===== config.mk =====
export PLATFORM = sky130hd
export DESIGN_NAME = class_spec_tokenizer
export DESIGN_NICKNAME = d
export VERILOG_FILES = /design/src/rtl/core/cst_pkg.sv /design/src/rtl/core/class_spec_tokenizer.sv /design/src/rtl/core/cst_scan.sv /design/src/rtl/core/cst_outq.sv
export SDC_FILE = /design/constraint.sdc
export NUM_CORES = 1
export LEC_CHECK = 0
export BUFFER_PORTS_ARGS = -buffer_cell sky130_fd_sc_hd__buf_2
export CAP_MARGIN = 20
export CORE_UTILIZATION = 30
export CTS_BUF_LIST = sky130_fd_sc_hd__clkbuf_4 sky130_fd_sc_hd__clkbuf_8 sky130_fd_sc_hd__clkbuf_16
export CTS_CLUSTER_DIAMETER = 40
export DETAILED_ROUTE_END_ITERATION = 16
export GPL_ROUTABILITY_DRIVEN = 0
export SETUP_SLACK_MARGIN = 0.1
export SLEW_MARGIN = 20
export SYNTH_ARGS = -nofsm -noshare
export SYNTH_HDL_FRONTEND = slang
export SYNTH_SLANG_ARGS = --single-unit

===== constraint.sdc =====
create_clock -name clk -period 4.4 [get_ports clk]
set_clock_uncertainty 0.15 [all_clocks]
set_input_delay 0.88 -clock clk [delete_from_list [all_inputs] [get_ports clk]]
set_output_delay 0.88 -clock clk [all_outputs]
set_load 0.1 [all_outputs]

===== src/rtl/core/cst_pkg.sv =====
`default_nettype none

package cst_pkg;

  // Event codes carried on the result stream
  typedef enum logic [1:0] {
    KIND_TOKEN = 2'd0,
    KIND_DELIM = 2'd1,
    KIND_ERROR = 2'd2,
    KIND_END   = 2'd3
  } cst_kind_t;

  // Scanner modes
  typedef enum logic [1:0] {
    MODE_IDLE   = 2'd0,
    MODE_LETTER = 2'd1,
    MODE_PLAIN  = 2'd2,
    MODE_QUOTED = 2'd3
  } cst_mode_t;

  localparam int unsigned POS_W   = 12;
  localparam int unsigned MAX_RES = 3;

  typedef struct packed {
    cst_kind_t          kind;
    logic [7:0]         symbol;
    logic [POS_W-1:0]   offset;
    logic [POS_W-1:0]   length;
    logic               bad_quote;
    logic               last;
  } cst_result_t;

  // All results raised by one input byte, in delivery order
  typedef struct packed {
    logic [1:0]                count;
    cst_result_t [MAX_RES-1:0] res;
  } cst_batch_t;

endpackage

`default_nettype wire


===== src/rtl/core/class_spec_tokenizer.sv =====
// Path: an accepted byte passes through the input register, then the result register,
// from which its first result transfers. Throughput: one byte per cycle while each
// byte raises at most one result and the output is not stalled; a byte that raises
// several results holds input until they drain from the result register.
// Reset: rst is synchronous, active high; it clears the scanner state and drops all
// pending results. There is no clearing pass.
`default_nettype none

module class_spec_tokenizer #(
  parameter int MAX_BUFFER = 4096
) (
  input  wire logic        clk,
  input  wire logic        rst,
  input  wire logic        s_tvalid,
  output logic             s_tready,
  input  wire logic [7:0]  s_tdata,   // [7:0] data_byte
  input  wire logic        s_tlast,   // end_of_buffer
  output logic             m_tvalid,
  input  wire logic        m_tready,
  output logic [39:0]      m_tdata,   // [7:0] symbol, [19:8] data_offset,
                                      // [31:20] data_length, [32] bad_quote, [39:33] zero
  output logic [1:0]       m_tuser,   // [1:0] event_kind
  output logic             m_tlast    // last
);
  import cst_pkg::*;

  logic        in_valid;
  logic [7:0]  in_byte;
  logic        in_eob;
  logic        advance;
  logic        can_load;
  cst_batch_t  batch;
  cst_result_t head;

  assign advance  = in_valid && can_load;
  assign s_tready = !in_valid || advance;

  // Register the incoming byte
  always_ff @(posedge clk) begin
    if (rst) begin
      in_valid <= 1'b0;
    end else if (s_tvalid && s_tready) begin
      in_valid <= 1'b1;
    end else if (advance) begin
      in_valid <= 1'b0;
    end
  end

  always_ff @(posedge clk) begin
    if (s_tvalid && s_tready) begin
      in_byte <= s_tdata;
      in_eob  <= s_tlast;
    end
  end

  cst_scan #(
    .MAX_BUFFER (MAX_BUFFER)
  ) u_scan (
    .clk           (clk),
    .rst           (rst),
    .advance       (advance),
    .data_byte     (in_byte),
    .end_of_buffer (in_eob),
    .batch         (batch)
  );

  cst_outq u_outq (
    .clk      (clk),
    .rst      (rst),
    .load     (advance),
    .batch    (batch),
    .pop      (m_tready),
    .can_load (can_load),
    .valid    (m_tvalid),
    .head     (head)
  );

  // Pack the result head onto the stream
  assign m_tdata = {7'd0, head.bad_quote, head.length, head.offset, head.symbol};
  assign m_tuser = head.kind;
  assign m_tlast = head.last;

endmodule

`default_nettype wire


===== src/rtl/core/cst_scan.sv =====
`default_nettype none

module cst_scan #(
  parameter int MAX_BUFFER = 4096
) (
  input  wire logic              clk,
  input  wire logic              rst,
  input  wire logic              advance,
  input  wire logic [7:0]        data_byte,
  input  wire logic              end_of_buffer,
  output cst_pkg::cst_batch_t    batch
);
  import cst_pkg::*;

  localparam logic [POS_W-1:0] SAT_LIMIT =
    POS_W'((MAX_BUFFER - 1 < 4095) ? MAX_BUFFER - 1 : 4095);

  localparam logic [7:0] CH_A     = 8'h41;
  localparam logic [7:0] CH_Z     = 8'h5A;
  localparam logic [7:0] CH_LA    = 8'h61;
  localparam logic [7:0] CH_LZ    = 8'h7A;
  localparam logic [7:0] CH_0     = 8'h30;
  localparam logic [7:0] CH_9     = 8'h39;
  localparam logic [7:0] CH_QUOTE = 8'h22;
  localparam logic [7:0] CH_UNDER = 8'h5F;
  localparam logic [7:0] CH_DOT   = 8'h2E;
  localparam logic [7:0] CH_SLASH = 8'h2F;
  localparam logic [7:0] CH_PLUS  = 8'h2B;
  localparam logic [7:0] CH_MINUS = 8'h2D;
  localparam logic [7:0] CH_PCT   = 8'h25;
  localparam logic [7:0] CH_COMMA = 8'h2C;
  localparam logic [7:0] CH_LBR   = 8'h7B;
  localparam logic [7:0] CH_RBR   = 8'h7D;
  localparam logic [7:0] CH_SP    = 8'h20;
  localparam logic [7:0] CH_TAB   = 8'h09;
  localparam logic [7:0] CH_CR    = 8'h0D;
  localparam logic [7:0] CH_LF    = 8'h0A;

  function automatic logic [POS_W-1:0] sat_inc(input logic [POS_W-1:0] v);
    return (v >= SAT_LIMIT) ? SAT_LIMIT : v + 1'b1;
  endfunction

  function automatic logic is_upper(input logic [7:0] c);
    return (c >= CH_A) && (c <= CH_Z);
  endfunction

  function automatic logic plain_ok(input logic [7:0] c);
    return ((c >= CH_LA) && (c <= CH_LZ)) || ((c >= CH_0) && (c <= CH_9)) ||
           (c == CH_DOT) || (c == CH_UNDER);
  endfunction

  function automatic logic quoted_ok(input logic [7:0] c);
    return ((c >= CH_LA) && (c <= CH_LZ)) || is_upper(c) ||
           ((c >= CH_0) && (c <= CH_9)) || (c == CH_UNDER) || (c == CH_DOT) ||
           (c == CH_SLASH) || (c == CH_PLUS) || (c == CH_MINUS) || (c == CH_PCT);
  endfunction

  function automatic cst_result_t make_res(input cst_kind_t k, input logic [7:0] s,
                                           input logic [POS_W-1:0] o,
                                           input logic [POS_W-1:0] l,
                                           input logic b);
    cst_result_t r;
    r.kind      = k;
    r.symbol    = s;
    r.offset    = o;
    r.length    = l;
    r.bad_quote = b;
    r.last      = 1'b0;
    return r;
  endfunction

  // Tokenizer state
  cst_mode_t        scan_mode;
  logic [7:0]       class_letter;
  logic [POS_W-1:0] token_start;
  logic [POS_W-1:0] token_length;
  logic [POS_W-1:0] byte_position;
  logic             sticky_error;

  cst_mode_t        scan_mode_next;
  logic [7:0]       class_letter_next;
  logic [POS_W-1:0] token_start_next;
  logic [POS_W-1:0] token_length_next;
  logic [POS_W-1:0] byte_position_next;
  logic             sticky_error_next;

  // Walk one byte through the scanner and collect its results
  always_comb begin
    logic        rescan;
    logic        emit_tok;
    logic        tok_bad;
    logic [1:0]  n;
    cst_result_t r [MAX_RES];

    scan_mode_next     = scan_mode;
    class_letter_next  = class_letter;
    token_start_next   = token_start;
    token_length_next  = token_length;
    sticky_error_next  = sticky_error;
    byte_position_next = sat_inc(byte_position);
    rescan   = 1'b0;
    emit_tok = 1'b0;
    tok_bad  = 1'b0;
    n        = 2'd0;
    for (int i = 0; i < MAX_RES; i++) begin
      r[i] = make_res(KIND_TOKEN, 8'd0, '0, '0, 1'b0);
    end

    if (!sticky_error) begin
      unique case (scan_mode)
        MODE_LETTER: begin
          if (data_byte == CH_QUOTE) begin
            token_length_next = POS_W'(1);
            scan_mode_next    = MODE_QUOTED;
          end else if (plain_ok(data_byte)) begin
            token_length_next = POS_W'(1);
            scan_mode_next    = MODE_PLAIN;
          end else begin
            emit_tok = 1'b1;
            rescan   = 1'b1;
          end
        end
        MODE_PLAIN: begin
          if (plain_ok(data_byte)) begin
            token_length_next = sat_inc(token_length);
          end else begin
            emit_tok = 1'b1;
            rescan   = 1'b1;
          end
        end
        MODE_QUOTED: begin
          if (quoted_ok(data_byte)) begin
            token_length_next = sat_inc(token_length);
          end else if (data_byte == CH_QUOTE) begin
            token_length_next = sat_inc(token_length);
            emit_tok          = 1'b1;
          end else begin
            emit_tok = 1'b1;
            tok_bad  = 1'b1;
            rescan   = 1'b1;
          end
        end
        MODE_IDLE: begin
          rescan = 1'b1;
        end
        default: begin
          rescan = 1'b1;
        end
      endcase
    end

    // Close the open token
    if (emit_tok) begin
      r[n] = make_res(KIND_TOKEN, class_letter, token_start, token_length_next, tok_bad);
      n    = n + 2'd1;
      scan_mode_next = MODE_IDLE;
    end

    // Treat the byte as a fresh byte between tokens
    if (rescan) begin
      scan_mode_next = MODE_IDLE;
      if (is_upper(data_byte)) begin
        class_letter_next = data_byte;
        token_start_next  = sat_inc(byte_position);
        token_length_next = '0;
        scan_mode_next    = MODE_LETTER;
      end else if ((data_byte == CH_COMMA) || (data_byte == CH_LBR) ||
                   (data_byte == CH_RBR)) begin
        r[n] = make_res(KIND_DELIM, data_byte, '0, '0, 1'b0);
        n    = n + 2'd1;
      end else if ((data_byte != CH_SP) && (data_byte != CH_TAB) &&
                   (data_byte != CH_CR) && (data_byte != CH_LF)) begin
        r[n] = make_res(KIND_ERROR, data_byte, '0, '0, 1'b0);
        n    = n + 2'd1;
        sticky_error_next = 1'b1;
      end
    end

    // Flush at end of buffer and return to the reset state
    if (end_of_buffer) begin
      if ((scan_mode_next != MODE_IDLE) && !sticky_error_next) begin
        r[n] = make_res(KIND_TOKEN, class_letter_next, token_start_next,
                        token_length_next, 1'b0);
        n    = n + 2'd1;
      end
      r[n] = make_res(KIND_END, 8'd0, '0, '0, 1'b0);
      n    = n + 2'd1;
      scan_mode_next     = MODE_IDLE;
      class_letter_next  = 8'd0;
      token_start_next   = '0;
      token_length_next  = '0;
      byte_position_next = '0;
      sticky_error_next  = 1'b0;
    end

    // Mark the final result of this byte
    for (int i = 0; i < MAX_RES; i++) begin
      r[i].last = (2'(i) == n - 2'd1);
      batch.res[i] = r[i];
    end
    batch.count = n;
  end

  // Hold state between bytes
  always_ff @(posedge clk) begin
    if (rst) begin
      scan_mode     <= MODE_IDLE;
      class_letter  <= 8'd0;
      token_start   <= '0;
      token_length  <= '0;
      byte_position <= '0;
      sticky_error  <= 1'b0;
    end else if (advance) begin
      scan_mode     <= scan_mode_next;
      class_letter  <= class_letter_next;
      token_start   <= token_start_next;
      token_length  <= token_length_next;
      byte_position <= byte_position_next;
      sticky_error  <= sticky_error_next;
    end
  end

endmodule

`default_nettype wire


===== src/rtl/core/cst_outq.sv =====
`default_nettype none

module cst_outq (
  input  wire logic              clk,
  input  wire logic              rst,
  input  wire logic              load,
  input  wire cst_pkg::cst_batch_t batch,
  input  wire logic              pop,
  output logic                   can_load,
  output logic                   valid,
  output cst_pkg::cst_result_t   head
);
  import cst_pkg::*;

  cst_result_t [MAX_RES-1:0] entry;
  logic [1:0]                cnt;

  assign valid    = (cnt != 2'd0);
  assign head     = entry[0];
  // A new batch may land when the queue is empty or drains this cycle
  assign can_load = (cnt == 2'd0) || ((cnt == 2'd1) && pop);

  // Track the number of pending results
  always_ff @(posedge clk) begin
    if (rst) begin
      cnt <= 2'd0;
    end else if (load) begin
      cnt <= batch.count;
    end else if (valid && pop) begin
      cnt <= cnt - 2'd1;
    end
  end

  // Load a batch or shift toward the head on each transfer
  always_ff @(posedge clk) begin
    if (load) begin
      entry <= batch.res;
    end else if (valid && pop) begin
      entry[0] <= entry[1];
      entry[1] <= entry[2];
    end
  end

endmodule

`default_nettype wire


==> flow_summary.rst, run 1 <==
.. list-table::
   :header-rows: 1

   * - Metric
     - Value
   * - Die area
     - 29,500 um2
   * - Data arrival, critical path
     - 4.31 ns
   * - Average instance area after synthesis
     - 9.81 um2
   * - N_diodes
     - 0
   * - Number of instances in the synthesized netlist
     - 881
   * - Length of the first detailed-routing pass in iterations
     - 5
   * - Number of antenna violations at the first check in global routing
     - 0
   * - Critical Path Start
     - in_byte[4]
   * - RR Endpoint
     - u_outq.head[30]
   * - CTS Buf Count
     - 17
   * - Startpoint of the worst-slack reg-to-reg timing path
     - in_byte[4]
   * - WP buf/inv
     - 2
   * - Vias per inst
     - 5.25
   * - Most common cell after layout, fill and taps aside
     - sky130_fd_sc_hd__edfxtp_1
   * - Number of sinks driven by the clock tree
     - 164
   * - Worst-path clk slew
     - 0.07 ns
   * - Total number of placement rows
     - 61
   * - Switching component of the power
     - 2.56 mW
   * - Number of H-tree levels
     - 4
   * - WHS
     - 0.311 ns
   * - Average detailed-routed wire length per instance
     - 17.3 um
   * - Min Tclk post-route
     - 4.28 ns
   * - Highest net fanout along the worst path
     - 12
   * - RSZ-0062 raised after global routing
     - yes
   * - Std-Cell Core Area
     - 28,100 um2
   * - Height of the die
     - 172 um
   * - Pwr/cell area
     - 586 nW/um2
   * - Via count of the first global-routing pass
     - 6,382
   * - Skew-Pair Late Insertion Delay
     - 0.43 ns
   * - Cell with the biggest individual delay on the critical path
     - sky130_fd_sc_hd__or4_4
   * - End point of the critical path
     - u_outq.head[30]
   * - Final HPWL DP
     - 15,300 um
   * - Final antenna-violating net count
     - 0
   * - Fraction of layout cells with a size suffix above 1
     - 0.232
   * - All-layer global routing usage
     - 0.159
   * - Hold Violations, Final
     - 0
   * - Crit path launch type
     - register
   * - CP delay by family, top
     - compound AO/OA/AOI/OAI gates
   * - Initial cell density of the core
     - 0.308
   * - TritonCTS clock tree
     - yes
   * - Area Growth Syn to Fin
     - 18.9%
   * - Number of maximum-capacitance violations
     - 0
   * - Post-Place Cells
     - 1,291
   * - Proportion of power drawn by combinational gates
     - 0.388
   * - Data required time at the worst endpoint
     - 4.43 ns
   * - Main flop type after synthesis
     - sky130_fd_sc_hd__edfxtp_1
   * - Fraction of synthesis flops using an asynchronous set or reset pin
     - 0
   * - Clock tree root buffer cell
     - sky130_fd_sc_hd__clkbuf_16
   * - Number of buffers inserted by hold repair at cts
     - 0
   * - Yosys cell types
     - 78
   * - Final non-filler cell total
     - 1,332
   * - Max Transition Viols Final
     - 0
   * - Biggest cell delay along the critical path
     - 0.55 ns
   * - Slew @ Worst Pin
     - 0.815 ns
   * - Peak supply drop
     - 0.000269 V
   * - Overall die width
     - 172 um
   * - Worst R2R Setup Slack
     - 0.12 ns
   * - Number of flip-flops and latches in the synthesized netlist
     - 164
   * - Cell internal power dissipation
     - 3.46 mW
   * - Share of the cycle needed by the critical path after routing
     - 0.973
   * - Port bufs
     - 50
   * - Wire length after detailed routing
     - 23,100 um
   * - Post-synthesis sequential area ratio
     - 0.512
   * - Net count of the finished layout
     - 966
   * - Part of the total power dissipated in sequential elements
     - 0.370
   * - Cells along the critical path
     - or4_4 -> o22ai_4 -> buf_6 -> o221ai_2 -> a2111o_1 -> mux2_4 -> a21oi_4 -> ha_4 -> a21oi_4 -> ha_2 -> nand2_1 -> nand2_2 -> nor3_2 -> nor2b_2 -> buf_12 -> a221o_1
   * - Global-route wire length before repair
     - 36,000 um
   * - FMAX
     - 233 MHz
   * - Maximum number of pins on one net before global-route repair
     - 43
   * - Total power consumption of the routed design
     - 6.02 mW
   * - Leakage power of the design
     - 3.68 nW
   * - Number of setup violations in the final report
     - 0
   * - Path category of the worst min-delay check
     - register to register
   * - I/O pin count
     - 58
   * - Number of cells on the worst reg-to-reg path
     - 16
   * - DRC errors left
     - 0
   * - Commonest cells after routing, fill and taps aside
     - 114 x sky130_fd_sc_hd__edfxtp_1, 97 x sky130_fd_sc_hd__nor2_1, 79 x sky130_fd_sc_hd__nand2_1
   * - Clock share of power
     - 0.242
   * - Post-Synthesis Cell Area
     - 8640 um2
   * - Fraction of power spent switching nets
     - 0.425
   * - Overflow left after global routing
     - 0
   * - Stages on worst setup path
     - 16
   * - Count of warnings emitted by yosys
     - 0
   * - Hold path startpoint
     - u_outq.cnt[1]
   * - Critical Path Sink Type
     - register
   * - Status
     - complete, no violations
   * - Cell type with the highest occurrence count on the critical path
     - sky130_fd_sc_hd__a21oi_4
   * - Crit Path Category
     - register to register
   * - Count of flip-flops with a built-in enable after synthesis
     - 114
   * - Overall via count from detail_route
     - 6,987
   * - Number of design-rule violations left by the first detailed-router iteration
     - 635
   * - Worst slew margin
     - 0.451
   * - Maximum root-to-sink buffer count
     - 2
-- kinds of logic (layout without fill, tap and decap cells) --
| family | after synthesis | after routing | synth area share |
|---|---|---|---|
| xor gates and xnor gates | 7 | 7 | 0.00710 |
| muxes | 13 | 13 | 0.0167 |
| adders and majority gates | 12 | 12 | 0.0174 |
| DFF | 164 | 164 | 0.512 |
| buffers and inverters | 123 | 190 | 0.0733 |
| other | 1 | 7 | 0.000434 |
| AOI/OAI and AO/OA | 268 | 268 | 0.216 |
| and+or+nand+nor | 293 | 293 | 0.158 |
-- worst reg2reg max path: stages (launching register included) --
cell and delay [ns]:
sky130_fd_sc_hd__edfxtp_1 0.40, sky130_fd_sc_hd__or4_4 0.55, sky130_fd_sc_hd__o22ai_4 0.24, sky130_fd_sc_hd__buf_6 0.15, sky130_fd_sc_hd__o221ai_2 0.09, sky130_fd_sc_hd__a2111o_1 0.49
sky130_fd_sc_hd__mux2_4 0.31, sky130_fd_sc_hd__a21oi_4 0.18, sky130_fd_sc_hd__ha_4 0.23, sky130_fd_sc_hd__a21oi_4 0.15, sky130_fd_sc_hd__ha_2 0.22, sky130_fd_sc_hd__nand2_1 0.07
sky130_fd_sc_hd__nand2_2 0.12, sky130_fd_sc_hd__nor3_2 0.06, sky130_fd_sc_hd__nor2b_2 0.17, sky130_fd_sc_hd__buf_12 0.16, sky130_fd_sc_hd__a221o_1 0.30
-- layout make-up --
cell class	count	area [um2]
fill	2881	17800
sequential	164	4420
multi-input combinational	600	3800
timing repair buffer	129	893
clock buffer	24	508
tap	378	473
inverter	29	110
clock inverter	8	67.6
-- sequential cells by signal (all words and copies together), names as in the netlist --
name and count:
u_outq.cnt 2, u_scan.sticky_error 1, in_byte 8, u_outq.entry 69, u_scan.token_start 12, u_scan.token_length 12
u_scan.class_letter 8, u_outq.head 36, in_eob 1, in_valid 1, u_scan.byte_position 12, u_scan.scan_mode 2
-- worst min-delay path by stage --
stage / to / slack (ns) / cells past startpoint
after detailed placement: u_outq.cnt[1] / 0.30 / 2
after floorplan: u_outq.cnt[1] / 0.28 / 2
final: u_outq.cnt[1] / 0.31 / 2
after global routing: u_outq.cnt[1] / 0.33 / 2
after CTS: u_outq.cnt[1] / 0.31 / 2
after global placement: u_outq.cnt[1] / 0.29 / 2
-- routing by layer --
layer / wire length (um) / GRT usage / vias up / share of wire
met4: 422 / 0.0501 / 0 / 0.018
met3: 1430 / 0.0359 / 32 / 0.062
li1: - / - / 3342 / -
met1: 10800 / 0.219 / 3402 / 0.47
met5: 0 / 0 / - / 0
met2: 10400 / 0.247 / 211 / 0.45
-- stage by stage --
| step | utilization | setup WS [ns] | TNS, ns | area, um2 |
|---|---|---|---|---|
| after floorplan | - | 0.00239 | 0 | 8750 |
| after global placement | 0.338 | 0.0788 | 0 | 9490 |
| after detailed placement | 0.338 | -0.0328 | -0.125 | 9490 |
| after CTS | 0.359 | 0.107 | 0 | 10100 |
| after global routing | 0.366 | -0.0325 | -0.149 | 10300 |
| final | 0.366 | 0.117 | 0 | 10300 |
-- repair_timing --
action	in CTS	in global routing
pin swaps	3	13
resized for setup	3	46
setup buffers	2	7
setup endpoints to repair	81	95
-- synthesized netlist by cell type (11+ instances only) --
| master | instances | area share |
|---|---|---|
| sky130_fd_sc_hd__a21o_1 | 11 | 0.0096 |
| sky130_fd_sc_hd__a21oi_1 | 73 | 0.042 |
| sky130_fd_sc_hd__a22o_1 | 22 | 0.022 |
| sky130_fd_sc_hd__a22oi_1 | 14 | 0.012 |
| sky130_fd_sc_hd__and3_1 | 12 | 0.0087 |
| sky130_fd_sc_hd__buf_4 | 42 | 0.036 |
| sky130_fd_sc_hd__clkbuf_1 | 39 | 0.017 |
| sky130_fd_sc_hd__dfxtp_1 | 50 | 0.12 |
| sky130_fd_sc_hd__edfxtp_1 | 114 | 0.40 |
| sky130_fd_sc_hd__ha_1 | 12 | 0.017 |
| sky130_fd_sc_hd__inv_1 | 26 | 0.011 |
| sky130_fd_sc_hd__nand2_1 | 80 | 0.035 |
| sky130_fd_sc_hd__nand3_1 | 25 | 0.014 |
| sky130_fd_sc_hd__nor2_1 | 102 | 0.044 |
| sky130_fd_sc_hd__nor2b_1 | 11 | 0.0080 |
| sky130_fd_sc_hd__nor3_1 | 21 | 0.012 |
| sky130_fd_sc_hd__o21ai_0 | 51 | 0.030 |
| sky130_fd_sc_hd__o22ai_1 | 19 | 0.014 |
-- power by group through the flow --
stage               logic (mW)  registers (mW)  clock network (mW)
global placement          2.29            2.26                   0
global route              2.47            2.26                1.54
finish                    2.33            2.23                1.46
floorplan                 1.93            2.27                   0
CTS                       2.31            2.23                1.48
detailed placement        2.30            2.26                   0
No activity file was read; power rests on OpenSTA's default activity.
==> run 2, diff against run 1 <==
==> constraint.sdc (replaced) <==
create_clock -name clk -period 4.4 [get_ports clk]
set_clock_uncertainty 0.15 [all_clocks]
set_input_delay 0.66 -clock clk [delete_from_list [all_inputs] [get_ports clk]]
set_output_delay 0.66 -clock clk [all_outputs]
set_load 0.1 [all_outputs]
==> flow_summary.rst, run 2 (synthesized netlist as in run 1, its figures left out) <==
.. list-table::
   :header-rows: 1

   * - Metric
     - Value
   * - Post-detailed-placement cell area
     - 9490 um2
   * - Port bufs
     - 50
   * - Most used routing layer in global routing
     - met2
   * - Hold Violations, Final
     - 0
   * - Maximum root-to-sink buffer count
     - 2
   * - Share of the cycle needed by the critical path after routing
     - 0.976
   * - Cell type with the highest occurrence count on the critical path
     - sky130_fd_sc_hd__a21oi_4
   * - RSZ-0062 raised after global routing
     - yes
   * - GR Layer Usage met3
     - 0.0318
   * - Cells along the critical path
     - or4_4 -> o22ai_4 -> buf_6 -> o221ai_2 -> a2111o_1 -> mux2_4 -> a21oi_4 -> ha_4 -> a21oi_4 -> ha_2 -> nand2_1 -> nand2_2 -> nor3_2 -> nor2b_2 -> buf_12 -> a221o_1
   * - Area Growth Syn to Fin
     - 17.8%
   * - Max Transition Viols Final
     - 0
   * - Wire length after detailed routing
     - 22,500 um
   * - GR Util met2
     - 0.244
   * - Overall via count from detail_route
     - 6,880
   * - Std-Cell Core Area
     - 28,100 um2
   * - Overall die width
     - 172 um
   * - Cell internal power dissipation
     - 3.38 mW
   * - Number of maximum-capacitance violations
     - 0
   * - Skew-Pair Late Insertion Delay
     - 0.44 ns
   * - Highest net fanout along the worst path
     - 12
   * - CTS Buf Count
     - 17
   * - Most common cell after layout, fill and taps aside
     - sky130_fd_sc_hd__edfxtp_1
   * - TritonCTS clock tree
     - yes
   * - Clock share of power
     - 0.243
   * - Vias per inst
     - 5.18
   * - Net count of the finished layout
     - 961
   * - Clock tree root buffer cell
     - sky130_fd_sc_hd__clkbuf_16
   * - Peak supply drop
     - 0.000322 V
   * - Commonest cells after routing, fill and taps aside
     - 114 x sky130_fd_sc_hd__edfxtp_1, 101 x sky130_fd_sc_hd__nor2_1, 79 x sky130_fd_sc_hd__nand2_1
   * - Status
     - complete, no violations
   * - Final core utilization
     - 0.362
   * - Worst R2R Setup Slack
     - 0.10 ns
   * - Overflow left after global routing
     - 0
   * - Part of the total power dissipated in sequential elements
     - 0.373
   * - Worst slew margin
     - 0.390
   * - Total number of placement rows
     - 61
   * - Length of the first detailed-routing pass in iterations
     - 7
   * - Post-route setup slack
     - 0.104 ns
   * - Die area
     - 29,500 um2
   * - Maximum number of pins on one net before global-route repair
     - 55
   * - Path category of the worst min-delay check
     - primary input to register
   * - Number of design-rule violations left by the first detailed-router iteration
     - 727
   * - Final HPWL DP
     - 15,100 um
   * - Summed area of non-filler cells in the final layout
     - 10,200 um2
   * - Global-route wire length before repair
     - 35,500 um
   * - Number of sinks driven by the clock tree
     - 164
   * - Crit Path Category
     - register to register
   * - Critical Path Sink Type
     - register
   * - Via count of the first global-routing pass
     - 6,390
   * - GR met1 Demand/Resource
     - 0.219
   * - Data required time at the worst endpoint
     - 4.44 ns
   * - Final antenna-violating net count
     - 0
   * - Data arrival, critical path
     - 4.33 ns
   * - Number of H-tree levels
     - 4
   * - Slew @ Worst Pin
     - 0.906 ns
   * - Switching component of the power
     - 2.61 mW
   * - Proportion of power drawn by combinational gates
     - 0.384
   * - Initial cell density of the core
     - 0.308
   * - Crit path launch type
     - register
   * - Flip-flop count of the largest register after layout
     - 69
   * - N_diodes
     - 0
   * - All-layer global routing usage
     - 0.157
   * - FMAX
     - 233 MHz
   * - Min Tclk post-route
     - 4.30 ns
   * - Average detailed-routed wire length per instance
     - 16.9 um
   * - I/O pin count
     - 58
   * - Pwr/cell area
     - 589 nW/um2
   * - Dpl ws
     - -0.0633 ns
   * - Leakage power of the design
     - 3.65 nW
   * - Number of antenna violations at the first check in global routing
     - 0
   * - DRC errors left
     - 0
   * - Fraction of power spent switching nets
     - 0.436
   * - Worst-path clk slew
     - 0.07 ns
   * - Biggest cell delay along the critical path
     - 0.56 ns
   * - Cell with the biggest individual delay on the critical path
     - sky130_fd_sc_hd__or4_4
   * - Fraction of layout cells with a size suffix above 1
     - 0.218
   * - Largest register by flop count
     - u_outq.entry
   * - Number of setup violations in the final report
     - 0
   * - Height of the die
     - 172 um
==> run 2: changes by cell type in the layout (fill, tap and decap cells not counted), sizes merged <==
cell,previous run,this run
clkbuf,24,18
buf,129,124
inv,28,34
==> run 2: metal layers <==
layer / wire length [um] / up-vias
li1: - / 3328
met1: 10600 / 3306
met2: 10200 / 218
met3: 1260 / 28
met4: 363 / 0
met5: 0 / -
==> run 2: critical path: cells and delay by family, from the launching register on <==
kind / cells / cell delay (ns)
AOI/OAI and AO/OA: 6 / 1.43
buffers and inverters: 2 / 0.30
adders and majority gates: 2 / 0.45
and+or+nand+nor: 5 / 1.01
DFF: 1 / 0.39
muxes: 1 / 0.31
==> run 2: worst paths after layout <==
path                 startpoint         endpoint  cells after the start
setup / recovery     in_byte[2]  u_outq.head[28]                     16
hold / removal       s_tdata[4]       in_byte[4]                      1
setup reg to reg     in_byte[2]  u_outq.head[28]                     16
hold reg to reg   u_outq.cnt[1]    u_outq.cnt[1]                      2
==> run 2: power by group through the flow <==
stage               clock [mW]  sequential, mW  combinational, mW
floorplan                    0            2.27               1.93
global placement             0            2.26               2.27
detailed placement           0            2.27               2.28
CTS                       1.49            2.24               2.29
global route              1.55            2.27               2.44
finish                    1.46            2.23               2.30
==> run 2: metrics by stage <==
step | TNS (ns) | instances | hold WS (ns) | power [mW]
floorplan | 0 | 887 | 0.282 | 4.20
global placement | 0 | 1290 | 0.291 | 4.53
detailed placement | -0.384 | 1290 | 0.296 | 4.55
CTS | 0 | 1323 | 0.233 | 6.02
global route | -0.123 | 1327 | 0.227 | 6.27
finish | 0 | 1327 | 0.245 | 6.00
==> run 2: cell type report <==
cell class / instances / area, um2
clock buffers: 18 / 433
clock inverters: 14 / 135
fillers: 2858 / 17900
inverters: 29 / 110
multi-input cells: 600 / 3740
flip-flops and latches: 164 / 4420
well taps: 378 / 473
repair buffers: 124 / 858
==> run 2: timing repair <==
| action | 4_1_cts | 5_1_grt |
|---|---|---|
| hold buffers | 0 | 0 |
| pin swaps | 2 | 12 |
| gates resized for setup | 3 | 28 |
| buffers inserted | 1 | 4 |
| setup endpoints to repair | 82 | 90 |
